### config.mk
export PLATFORM = sky130hd
export DESIGN_NAME = v3n_front
export DESIGN_NICKNAME = d
export VERILOG_FILES = /design/src/hw/rtl/v3n_pkg.sv /design/src/hw/rtl/v3n_front.sv
export SDC_FILE = /design/constraint.sdc
export NUM_CORES = 1
export LEC_CHECK = 0
export BUFFER_PORTS_ARGS = -buffer_cell sky130_fd_sc_hd__buf_4
export CAP_MARGIN = 20
export CORE_MARGIN = 2
export CORE_UTILIZATION = 55
export CTS_CLUSTER_DIAMETER = 30
export DETAILED_ROUTE_END_ITERATION = 8
export GPL_ROUTABILITY_DRIVEN = 1
export GPL_TIMING_DRIVEN = 1
export HOLD_SLACK_MARGIN = 0.15
export PLACE_DENSITY_LB_ADDON = 0.05
export SYNTH_ARGS = -nofsm -noshare
export SYNTH_HDL_FRONTEND = slang
export SYNTH_SLANG_ARGS = --single-unit
### constraint.sdc
create_clock -name clk -period 7.2 [get_ports clk]
set_input_delay 0 -clock clk [delete_from_list [all_inputs] [get_ports clk]]
set_output_delay 0 -clock clk [all_outputs]
set_load 0.1 [all_outputs]
### src/hw/rtl/v3n_pkg.sv
// v3n_pkg: shared constants for the vector normalize unit.
// No dependencies.
package v3n_pkg;
    localparam int COMP_WIDTH_DEF = 32;
    localparam int FRAC_BITS_DEF  = 16;
    localparam int UNIT_FRAC      = 30;
    localparam int UNIT_W         = 32;
    localparam int LEN_W          = 32;
    localparam int QUEUE_DEPTH    = 4;
    localparam int QUEUE_AW       = 2;
endpackage

### src/hw/rtl/v3n_front.sv
// v3n_front: takes magnitudes and signs of the components, flags zero vectors, queues them.
// Depends on v3n_pkg.
module v3n_front #(
    parameter int COMP_WIDTH = v3n_pkg::COMP_WIDTH_DEF
) (
    input  logic                    clk,
    input  logic                    rst_n,
    input  logic                    in_valid,
    output logic                    in_ready,
    input  logic [3*COMP_WIDTH-1:0] in_data,
    output logic                    q_valid,
    input  logic                    q_ready,
    output logic [3*COMP_WIDTH+3:0] q_data
);
    import v3n_pkg::*;
    logic [COMP_WIDTH-1:0] comp [3];
    logic [COMP_WIDTH-1:0] mag  [3];
    logic [2:0] neg;
    logic [3*COMP_WIDTH+3:0] mem_reg [QUEUE_DEPTH];
    logic [QUEUE_AW:0] wp_reg, rp_reg;
    logic [3*COMP_WIDTH+3:0] entry;
    logic push, pop;

    always_comb
    begin
        for (int k = 0; k < 3; k++)
        begin
            comp[k] = in_data[k*COMP_WIDTH +: COMP_WIDTH];
            neg[k]  = comp[k][COMP_WIDTH-1];
            mag[k]  = neg[k] ? (~comp[k] + 1'b1) : comp[k];
        end
        entry = {(comp[0] == '0) && (comp[1] == '0) && (comp[2] == '0), neg,
                 mag[2], mag[1], mag[0]};
    end

    assign in_ready = (wp_reg - rp_reg) != (QUEUE_AW+1)'(QUEUE_DEPTH);
    assign q_valid  = wp_reg != rp_reg;
    assign push = in_valid && in_ready;
    assign pop  = q_valid && q_ready;
    assign q_data = mem_reg[rp_reg[QUEUE_AW-1:0]];

    always_ff @(posedge clk)
    begin
        if (push)
        begin
            mem_reg[wp_reg[QUEUE_AW-1:0]] <= entry;
        end
    end

    always_ff @(posedge clk or negedge rst_n)
    begin
        if (!rst_n)
        begin
            wp_reg <= '0;
            rp_reg <= '0;
        end
        else
        begin
            if (push) wp_reg <= wp_reg + 1'b1;
            if (pop)  rp_reg <= rp_reg + 1'b1;
        end
    end
endmodule

* Word level (Yosys, flattened, before mapping)
Memories as Yosys holds them, arrays and structs flattened.
Index checks and enable logic that the tools add are counted.
** Storage, ports and cells
- Flip-flop bits (word level) :: 6
- Bits in writable memories :: 400
- Memories :: 1
** Operators by class
- $add $sub $neg :: 6
- Equality and inequality tests :: 2
- Mux-type cells :: 5
- Bitwise logic cells :: 3
- Reductions and logical operators :: 7
** Memories
- mem_reg :: words 4, width 100, rd ports 1, clocked after memory_dff 0, wr ports 1, RTL line v3n_front.sv:19 : logic [3*COMP_WIDTH+3:0] mem_reg [QUEUE_DEPTH];
** Operator list (count)
- 32-bit by 1-bit adder with 32-bit output, second input constant :: 3
- 32-bit zero test :: 3
- 32-bit 2-to-1 mux :: 3
- 32-bit NOT :: 3
- 3-bit by 1-bit adder with 3-bit output, second input constant :: 2
- 1-bit logical AND :: 4
- 3-bit != test :: 1
- 3-bit != test, second input constant :: 1
- 3-bit subtractor :: 1
- 1-bit 2-to-1 mux :: 2

* Logic depth before layout (Yosys ltp)
Gate-level depths: netlist of run 1.
- Depth in word-level cells :: 5
- Mapped depth :: 9

* Worst setup path before layout of run 1
OpenSTA, ideal clock, no wires.
- Kind :: flip-flop to flip-flop
- Start point :: reg rp_reg[1]
- End point :: mem mem_reg[3][0] in the netlist's numbering (enable)
- Library setup time :: 472 ps
- Arrival time :: 4201 ps
- Data required time :: 6728 ps
- Slack :: 2528 ps
- Cell stages (with the launch flop) :: 9
- Buffers on the path :: 2
- Clock period less this slack :: 4672 ps
- Cells stage by stage :: dfrtp_1 > clkbuf_1 > clkbuf_1 > inv_1 > ha_1 > nor2b_1 > xnor2_1 > a31oi_1 > and2_1
** On the way
- Word-level cells in the longest chain between the ends :: 5
** Ends and longest elaborated chain
- start, declared :: RTL line v3n_front.sv:20 : logic [QUEUE_AW:0] wp_reg, rp_reg;
- start signal, assigned :: RTL line v3n_front.sv:60 : if (pop) rp_reg <= rp_reg + 1'b1;
- 3-bit subtractor :: RTL line v3n_front.sv:36 : assign in_ready = (wp_reg - rp_reg) != (QUEUE_AW+1)'(QUEUE_DEPTH);
- 3-bit != test :: RTL line v3n_front.sv:36
- 1-bit logical AND :: RTL line v3n_front.sv:38 : assign push = in_valid && in_ready;
- 1-bit 2-to-1 mux :: RTL line v3n_front.sv:44 : if (push)
- 1-bit 2-to-1 mux (implied by the code) :: RTL line v3n_front.sv:46 : mem_reg[wp_reg[QUEUE_AW-1:0]] <= entry;
- end, declared :: RTL line v3n_front.sv:19
Every way passes these cells.

* Worst setup path after layout of run 1
- Start point :: reg rp_reg[0]
- End point :: mem mem_reg[3][2] in the netlist's numbering (enable)
Same word-level chain as after synthesis.

==> summary.md, run 1 <==
The data required time at the worst endpoint was 7390 ps. After synthesis, the cell types taking the most area are edfxtp_1 72%, mux4_2 13%, xnor2_1 4.8%, o31ai_1 1.2%, o21ai_0 0.93%. The floorplan die height works out to 178 um.

The worst hold path begins at in_data[32]. Traced cell by cell, the critical path runs through ha_1 > nor2b_1 > xnor2_1 > a31oi_1 > and2_4 > buf_4. The smallest clock period supported by the final layout is computed as 3890 ps. The number of violations reported at the end of detailed-routing iteration 0 was 833; the fraction of the cycle the final worst path needs was 54.0%. Across the run, the number of max-cap violations was 0. Among all flip-flop cells after synthesis, the most frequent one is edfxtp_1. The tools report the unique cell type count in the Yosys netlist as 34. In the synthesized netlist the async set-or-reset flop fraction comes to 1.48%.

The slowest stage of the critical path belongs to the cell and2_4. The deepest clock path buffer count is 3, and the proportion of netlist area held by the largest area contributor is 72.0%. Row generation in the floorplan step produced 63 rows. The detailed router placed 9428 vias in this run. At the later pin of the worst-skew pair, clock insertion delay measures 570 ps. Entering global routing, the biggest net connects 69 pins. On the worst path, the slowest cell contributes a delay of 910 ps. The first global-routing pass estimated 55200 um of wire.

Setup repair after global routing left no endpoint under its margin. The placeable core region is 29800 um^2. In this run the critical register-to-register path is captured at mem_reg[3][2]. Clock-pin slew was measured on the worst setup and hold paths at 50 ps. The flip-flop count of the largest register, all copies and words added was 400.

After synthesis the netlist holds a flip-flop and latch count of 406. The number of gates given a new drive strength after cts is 0. The setup path with the least slack is of type flip-flop to flip-flop. For the worst flop-to-flop path, the logic depth is 6. The number of clock buffers added by TritonCTS is 74. For this run, the detailed router's first-pass iteration total came to 5. The maximum fanout encountered on the critical timing path was 63. The clock skew was 17.9 ps; the proportion of layout cells with a drive suffix above 1 was 35.1%. For this block, the routed nets add up to 36200 um of wire. CTS saw 406 sinks. The count of buffering cells on the critical path with inverters included works out to 1. Derived from the worst setup path, the maximum achievable clock frequency is 257 MHz. The initial antenna violation count was 0. Sequential elements use 72.9% of the synthesized area. In this run the critical register-to-register path is launched from rp_reg[0].

Setup violations remaining at the end of the flow were counted as 0. The post-route antenna net violation count came out at 0. Summed over all nets, the half-perimeter wirelength after detailed placement is 20900 um. Kind of capture point of the worst setup path: a flip-flop.

The path with the worst hold slack has its endpoint at mem_reg[0][32]. The tools report the setup slack of the worst register-to-register path as 3310 ps. The run gives 0 as the count of yosys warnings during synthesis. Yosys instantiated no cell more often than edfxtp_1.

The tools report the number of endpoints with negative hold slack in the final report as 0. Global routing used 23.5% of the available tracks across all layers. TritonCTS built the clock tree. In the routed design, unresolved DRC markers number 0. At the pin with the least slew margin, the transition time is 1090 ps. The die span in x came out at 178 um. After detailed routing, the average wire length per cell comes to 21.8 um. Yosys mapped a number of flops with a built-in enable equal to 400. Synthesis produced a netlist whose cell count is 834. The path class of the tightest hold or removal check is primary input to flip-flop. The depth of the worst hold-timing path was 2.

The filler cells instantiated in the layout total 1779. In the routed layout, each cell is associated on average with a via count of 5.67. Counting every net in the synthesized netlist gives 944. The commonest cells after synthesis are 400 x edfxtp_1, 100 x mux4_2, 92 x xnor2_1, 31 x o21ai_0, 26 x o31ai_1.

The growth of design area from synthesis to finish is 34.5%. The floorplan step defined a die boundary enclosing 31800 um^2. The repair_antennas step left the layout with diodes totalling 0. The tools report the cell at the root of the clock tree as clkbuf_16. The largest total area in the synthesized netlist belongs to edfxtp_1. The number of H-tree branching levels was 3; the final global-route overflow total was 0. The count of pins over their slew limit was 0. The worst setup path is launched from a flip-flop.

Normalized max-slew margin: 27.7%. Routability-driven placement finished with a final weighted congestion of 0.792. The logs give 4080 ps for the arrival time of the worst setup path and 1322 for the layout net count. After synthesis the cells add up to 16700 um^2. The flow ran to the end, and the final reports show no timing, DRC or antenna violations. The initial utilization of the core area, before any placement, comes to 56.0%.

The run gives 0 ps as the aggregate negative setup slack. Input and output buffers added on the ports amount to 201. 202 I/O pins were placed.

The number of global-route vias before repair was 9888. The post-synthesis average cell area is 20.0 um^2. Grouping stages by cell kind, the critical path spends the most delay in simple AND/OR/NAND/NOR gates.
## how the worst max path moves through the flow
stage	startpoint	endpoint	depth (start not counted)
floorplan	rp_reg[1]	mem_reg[3][0]	8
global placement	rp_reg[0]	mem_reg[3][14]	6
detailed placement	rp_reg[0]	mem_reg[3][14]	6
CTS	rp_reg[0]	q_data[72]	4
global route	rp_reg[0]	mem_reg[3][26]	6
finish	rp_reg[0]	mem_reg[3][2]	6
## layout make-up
type                       instances  area, um^2  area share, %
clock inverter                    53         649           2.89
multi-input combinational        383        4360           19.4
inverter                          10        37.5          0.167
clock buffer                      83        1890           8.40
timing repair buffer             337        2850           12.7
sequential                       406       12200           54.2
tap                              390         488           2.17
## cell families after synthesis
kind of cell             after synthesis  share of synthesized area, %
flip-flops                           406                          72.9
AND/OR/NAND/NOR                      104                          3.58
multiplexers                         101                          13.6
XOR/XNOR                              93                          4.88
AO/OA/AOI/OAI                         75                          3.32
buffers and inverters                 45                          1.06
adder cells (fa/ha/maj)               10                         0.750
## timing repair
action,CTS,global route
hold buffers,129,0
buffers inserted,0,0
hold endpoints to repair,411,0
## stage by stage
| step | setup slack [ps] | hold slack [ps] | instances | instance area [um^2] | utilization (%) |
|---|---|---|---|---|---|
| floorplan | 2530 | -296 | 834 | 16700 | - |
| global placement | 3270 | -188 | 1397 | 18600 | 62.5 |
| detailed placement | 3260 | -188 | 1397 | 18600 | 62.5 |
| CTS | 3190 | 197 | 1662 | 22400 | 75.3 |
| global route | 2960 | 226 | 1662 | 22400 | 75.3 |
| finish | 3310 | 227 | 1662 | 22400 | 75.3 |
## metal layers
layer	share of wire, %	GRT usage [%]	vias up
li1	-	-	4225
met1	40	30.7	4784
met2	52	39.7	348
met3	6.1	4.84	71
met4	2.3	8.06	0
met5	0	0	-
## cell usage in the layout, fill, tap and decap left out, drive strengths merged, types with 3 or more instances in the layout
| cell type | netlist | final |
|---|---|---|
| nor3 | 10 | 10 |
| bufinv | 0 | 10 |
| or2 | 5 | 5 |
| or4 | 19 | 19 |
| or3b | 3 | 3 |
| buf | 12 | 208 |
| or3 | 12 | 12 |
| xnor2 | 92 | 92 |
| inv | 10 | 19 |
| o41ai | 16 | 16 |
| ha | 10 | 10 |
| clkbuf | 23 | 83 |
| o21ai | 31 | 31 |
| nand4 | 3 | 3 |
| nand3 | 9 | 9 |
| clkinv | 0 | 29 |
| mux4 | 100 | 100 |
| and2 | 4 | 4 |
| edfxtp | 400 | 400 |
| nand2 | 25 | 25 |
| dlygate4sd3 | 0 | 129 |
| o31ai | 27 | 27 |
| nand2b | 4 | 4 |
| clkinvlp | 0 | 5 |
| nor2 | 8 | 8 |
| dfrtp | 6 | 6 |
Power of run 1 is not shown: default switching activity piles up to over one toggle a cycle in this logic, so the estimate is an artifact.
==> inputs of run 2 (changes only) <==
--- a/config.mk
+++ b/config.mk
@@ -8,7 +8,7 @@
 export BUFFER_PORTS_ARGS = -buffer_cell sky130_fd_sc_hd__buf_4
 export CAP_MARGIN = 20
 export CORE_MARGIN = 2
-export CORE_UTILIZATION = 55
+export CORE_UTILIZATION = 52
 export CTS_CLUSTER_DIAMETER = 30
 export DETAILED_ROUTE_END_ITERATION = 8
 export GPL_ROUTABILITY_DRIVEN = 1
==> constraint.sdc (replaced) <==
create_clock -name clk -period 3.42 [get_ports clk]
set_input_delay 0 -clock clk [delete_from_list [all_inputs] [get_ports clk]]
set_output_delay 0 -clock clk [all_outputs]
set_load 0.1 [all_outputs]
==> summary.md, run 2 (synthesized netlist as in run 1, its figures left out) <==
The run finished with clean final reports. Classification of the worst setup path: primary input to flip-flop (was flip-flop to flip-flop). The logs give 0 (unchanged) for the post-route antenna net violation count and 202 (unchanged) for the number of top-level pins.

The worst slack at placement came out at 752 ps (was 3260 ps). Top library cells by usage in the layout, fill and taps aside: 400 x edfxtp_1, 206 x buf_4, 131 x dlygate4sd3_1, 100 x mux4_2, 92 x xnor2_1 (was 400 x edfxtp_1, 208 x buf_4, 129 x dlygate4sd3_1, 100 x mux4_2, 92 x xnor2_1). TritonCTS built the clock tree. The number of gates given a new drive strength after cts was 0 (unchanged); the proportion of layout cells with a drive suffix above 1 was 36.5% (was 35.1%).

For the overall via count from detail_route, the log shows 9428 (unchanged). The starting utilization of the core area was 52.9% (was 56.0%). The later-pin clock latency in the skew report came out at 570 ps (about the same). The maximum fanout encountered on the critical timing path works out to 8 (was 63). The type of the worst min-delay path was primary input to flip-flop (unchanged). Critical path startpoint category: a primary input (was a flip-flop).

The run gives 0.751 (was 0.792) as the weighted congestion at the end of routability-driven global placement. The remaining design rule violation count was 0 (unchanged). The number of global-route vias before repair was 10100 (was 9888); the max-cap violation count was 0 (unchanged). Growth of design area from synthesis to finish: 37.3% (was 34.5%).

The hold buffer count at cts was 131 (was 129). The fraction of the cycle the final worst path needs was 91.4%; the worst reg2reg path depth was 7 (was 6). The pin slew with the least headroom to its limit was 859 ps (was 1090 ps); the number of buffers added for setup after CTS was 0 (unchanged). For the all-layer global routing usage, the log shows 21.8% (was 23.5%). The tools report the destination of the worst register-to-register timing path as mem_reg[1][33] (was mem_reg[3][2]).

The number of violations reported at the end of detailed-routing iteration 0 is 434 (was 833). The setup slack of the worst register-to-register path was 840 ps (was 3310 ps); the total number of placement rows was 65 (was 63). For the number of search-and-repair iterations in the first detailed-routing pass, the log shows 4 (was 5). Setup repair after global routing left no endpoint under its margin. The maximum number of pins on one net before global-route repair was 103 (was 69); the clock-pin transition on the worst setup and hold timing paths was 50 ps (about the same). The clock skew came out at 21.1 ps (was 17.9 ps). The detailed-route wire length per cell was 20.9 um (was 21.8 um); the floorplan die height was 183 um (was 178 um).

The logs give 3 (unchanged) for the number of H-tree branching levels and 1417 (was 1397) for the post-placement cell count. The count of buffers inserted at the top-level ports is 201 (unchanged). The routed via count divided by cell count is 5.55 (was 5.67). The final worst slack was 293 ps (was 3310 ps); the placeable core region was 31600 um^2 (was 29800 um^2). The count of pins over their slew limit was 0 (unchanged). The floorplan die area is 33600 um^2 (was 31800 um^2). The final setup violation count was 0 (unchanged); the initial antenna violation count was 0 (unchanged).

The final global-route overflow total is 0 (unchanged). The cell at the root of the clock tree was clkbuf_16 (unchanged). Timing would allow up to 320 MHz. The detailed-route wire length is 35500 um (was 36200 um), and the deepest clock path buffer count is 3 (unchanged). The tools report the end point of the critical path as mem_reg[3][99] (was mem_reg[3][2]).

The flip-flop count of the largest register, all copies and words added is 400 (unchanged). The logs give 406 (unchanged) for the clock net sink count and 72.6% (was 75.3%) for the share of the core filled with cells. The count of antenna diodes in the layout came out at 0 (unchanged).

The data required time at the worst endpoint came out at 3740 ps (was 7390 ps). The tools report the sum of net half-perimeters after detailed placement as 20200 um (was 20900 um). The critical register-to-register path startpoint was wp_reg[0] (was rp_reg[0]). The layout net count is 1340 (was 1322), and the clock buffer count from CTS is 82 (was 74). The most common cell after layout, fill and taps aside is edfxtp_1 (unchanged). The normalized max-slew margin is 42.7% (was 27.7%).

The die span in x was 183 um (was 178 um). The kind of capture point of the worst setup path was a flip-flop (unchanged). The number of endpoints with negative hold slack in the final report is 0 (unchanged), and the count of non-filler cells in the finished layout is 1700 (was 1662).

Worst setup path startpoint: in_data[32] (was rp_reg[0]). The first-pass GRT wire length was 55600 um (was 55200 um); the time the final worst path needs with I/O delays and setup was 3130 ps. The run gives 3450 ps (was 4080 ps) as the arrival time of the worst setup path.
[run 2: changes by cell type in the layout (fill, tap and decap cells not counted), sizes merged]
cell / before / now
buf: 208 / 216
inv: 19 / 18
dlygate4sd3: 129 / 131
bufinv: 10 / 9
clkinvlp: 5 / 13
clkbuf: 83 / 93
[run 2: critical path, stage by stage]
cell	delay, ps
dlygate4sd3_1	550
buf_4	170
inv_1	50
ha_1	140
or3b_2	500
or3_4	380
or4_4	610
dlygate4sd3_1	670
nor3_1	370
[run 2: worst min path at each step]
| stage | slack, ps | cells past startpoint | to | startpoint |
|---|---|---|---|---|
| CTS | 180 | 2 | mem_reg[3][64] | in_data[64] |
| global placement | -190 | 1 | rp_reg[2] | rst_n |
| finish | 210 | 2 | mem_reg[3][64] | in_data[64] |
| detailed placement | -190 | 1 | rp_reg[2] | rst_n |
| global route | 200 | 2 | mem_reg[1][64] | in_data[64] |
| floorplan | -300 | 0 | rp_reg[0] | rst_n |
[run 2: layer usage]
layer / track usage, % / routed length (um) / vias up
li1: - / - / 4280
met1: 27.6 / 14600 / 4828
met2: 36.9 / 18000 / 267
met3: 5.82 / 2200 / 53
met4: 7.42 / 731 / 0
met5: 0 / 0 / -
[run 2: metrics by stage]
step	cell area (um^2)	setup TNS, ps	hold WS (ps)
after global routing	22900	0	197
after detailed placement	18800	0	-188
final	22900	0	214
after global placement	18800	0	-188
after CTS	22900	0	180
after floorplan	16700	-54560	-296
[run 2: cell type report]
| class | count | area (um^2) |
|---|---|---|
| Sequential cell | 406 | 12200 |
| Fill cell | 1954 | 8640 |
| Clock buffer | 93 | 2160 |
| Timing Repair Buffer | 347 | 3060 |
| Multi-Input combinational cell | 383 | 4360 |
| Clock inverter | 59 | 623 |
| Tap cell | 402 | 503 |
| Inverter | 10 | 37.5 |
Power of run 2 is left out for the same reason.
==> inputs of run 3 (changes only) <==
--- a/config.mk
+++ b/config.mk
@@ -8,7 +8,8 @@
 export BUFFER_PORTS_ARGS = -buffer_cell sky130_fd_sc_hd__buf_4
 export CAP_MARGIN = 20
 export CORE_MARGIN = 2
-export CORE_UTILIZATION = 52
+export CORE_UTILIZATION = 55
+export CTS_BUF_LIST = sky130_fd_sc_hd__clkbuf_16
 export CTS_CLUSTER_DIAMETER = 30
 export DETAILED_ROUTE_END_ITERATION = 8
 export GPL_ROUTABILITY_DRIVEN = 1
==> constraint.sdc (replaced) <==
create_clock -name clk -period 3.6 [get_ports clk]
set_input_delay 0 -clock clk [delete_from_list [all_inputs] [get_ports clk]]
set_output_delay 0 -clock clk [all_outputs]
set_load 0.1 [all_outputs]
==> summary.md, run 3 (synthesized netlist as in run 1, its figures left out) <==
The flow ran to the end, and the final reports show no timing, DRC or antenna violations. The run gives 0 (unchanged) as the count of pins over their slew limit. The proportion of layout cells with a drive suffix above 1 was 36.8% (was 36.5%); the max-cap violation count was 0 (unchanged).

The tools report the final setup violation count as 0 (unchanged). Maximum fanout encountered on the critical timing path: 4 (was 8). The initial antenna violation count is 0 (unchanged), and the routed via count divided by cell count is 5.66 (was 5.55).

Number of search-and-repair iterations in the first detailed-routing pass: 5 (was 4). The critical path startpoint category was a primary input (unchanged). The kind of capture point of the worst setup path is a flip-flop (unchanged).

The cell at the root of the clock tree is clkbuf_16 (unchanged). The data required time at the worst endpoint was 3890 ps (was 3740 ps); the maximum achievable frequency was 305 MHz. The type of the worst min-delay path was primary input to flip-flop (unchanged).

Detailed-route wire length per cell: 21.6 um (was 20.9 um). The post-route antenna net violation count is 0 (unchanged). Setup repair after global routing left no endpoint under its margin.

The tools report the number of gates given a new drive strength after cts as 0 (unchanged). The overall via count from detail_route was 9504 (was 9428). TritonCTS built the clock tree.

Most common cell after layout, fill and taps aside: edfxtp_1 (unchanged). The first-pass GRT wire length was 55300 um (was 55600 um). The run gives 0 ps (unchanged) as the aggregate negative setup slack. The clock-pin transition on the worst setup and hold timing paths works out to 50 ps (about the same). The logs give 1332 (was 1340) for the layout net count and 31800 um^2 (was 33600 um^2) for the floorplan die area.

The run gives 19900 um (was 20200 um) as the sum of net half-perimeters after detailed placement. The growth of design area from synthesis to finish is 36.7% (was 37.3%). The routed design could run at a clock period as short as 3270 ps. The die span in x is 178 um (was 183 um), and the detailed-route wire length is 36200 um (was 35500 um). The tools report the total number of placement rows as 63 (was 65). The run gives 81 (was 82) as the clock buffer count from CTS. The classification of the worst setup path is primary input to flip-flop (unchanged). Arrival time of the worst setup path: 3560 ps (was 3450 ps). Floorplan die height: 178 um (was 183 um).

The final-layout worst hold slack is 209 ps (was 214 ps). Top library cells by usage in the layout, fill and taps aside: 400 x edfxtp_1, 207 x buf_4, 125 x dlygate4sd3_1, 100 x mux4_2, 92 x xnor2_1 (was 400 x edfxtp_1, 206 x buf_4, 131 x dlygate4sd3_1, 100 x mux4_2, 92 x xnor2_1). The number of H-tree branching levels came out at 3 (unchanged). The logs give 3 (unchanged) for the deepest clock path buffer count and 0 (unchanged) for the number of endpoints with negative hold slack in the final report.

The run gives 56.0% (was 52.9%) as the starting utilization of the core area. The fraction of the cycle the final worst path needs works out to 90.9%. The number of top-level pins is 202 (unchanged). The number of violations reported at the end of detailed-routing iteration 0 is 709 (was 434), and the remaining design rule violation count is 0 (unchanged). The run gives 560 ps (was 570 ps) as the later-pin clock latency in the skew report.

For the final global-route overflow total, the log shows 0 (unchanged). The flip-flop count of the largest register, all copies and words added is 400 (unchanged), and the clock net sink count is 406 (unchanged). The count of buffers inserted at the top-level ports was 201 (unchanged). The placeable core region is 29800 um^2 (was 31600 um^2). The logs give 0.758 (was 0.751) for the weighted congestion at the end of routability-driven global placement and 20.7 ps (was 21.1 ps) for the clock skew. The number of global-route vias before repair came out at 9974 (was 10100). The pin slew with the least headroom to its limit was 863 ps (was 859 ps); the all-layer global routing usage was 23.3% (was 21.8%).

The logs give 103 (unchanged) for the maximum number of pins on one net before global-route repair and 42.5% (was 42.7%) for the normalized max-slew margin.
[run 3: final timing paths]
path	from	endpoint	slack [ps]	depth (start not counted)
hold / removal	in_data[64]	mem_reg[3][64]	210	2
max in group asynchronous	rst_n	rp_reg[0]	2890	3
min in group asynchronous	rst_n	rp_reg[2]	450	3
setup / recovery	in_data[20]	mem_reg[0][27]	330	9
hold reg to reg	wp_reg[2]	wp_reg[2]	490	1
setup reg to reg	wp_reg[0]	mem_reg[2][50]	820	7
[run 3: cell type report]
cell class / instances / area [um^2]
sequential: 406 / 12200
fill: 1705 / 6980
multi-input combinational: 383 / 4360
timing repair buffer: 340 / 2950
clock buffer: 83 / 2080
clock inverter: 65 / 728
tap: 390 / 488
inverter: 10 / 37.5
antenna: 1 / 2.50
[run 3: stage by stage]
step                util, %  cells  area (um^2)  worst slack, ps
floorplan                 -    834        16700             31.6
global placement       62.9   1403        18800              959
detailed placement     62.9   1403        18800              870
CTS                    76.6   1676        22800              400
global route           76.6   1677        22800              197
finish                 76.6   1678        22800              326
[run 3: what timing repair did]
action                                  in CTS  in global routing
buffers inserted                             0                  0
hold buffers                               125                  0
endpoints found under the setup margin       0                  0
endpoints found under the hold margin      411                  0
[run 3: metal layers]
metal,vias to the layer above,GRT usage (%),wire [um]
met2,308,38.7,18400
li1,4263,-,-
met3,60,6.14,2410
met5,-,0,0
met1,4873,30.1,14600
met4,0,7.99,822
[run 3: worst max-delay path: stages]
cell and delay (ps):
dlygate4sd3_1 560, buf_4 150, or4_1 580, nor3_1 240, dlygate4sd3_1 640, nand4_1 250, o41ai_1 410, xnor2_1 110
dlygate4sd3_1 610
Power of run 3 is left out for the same reason.
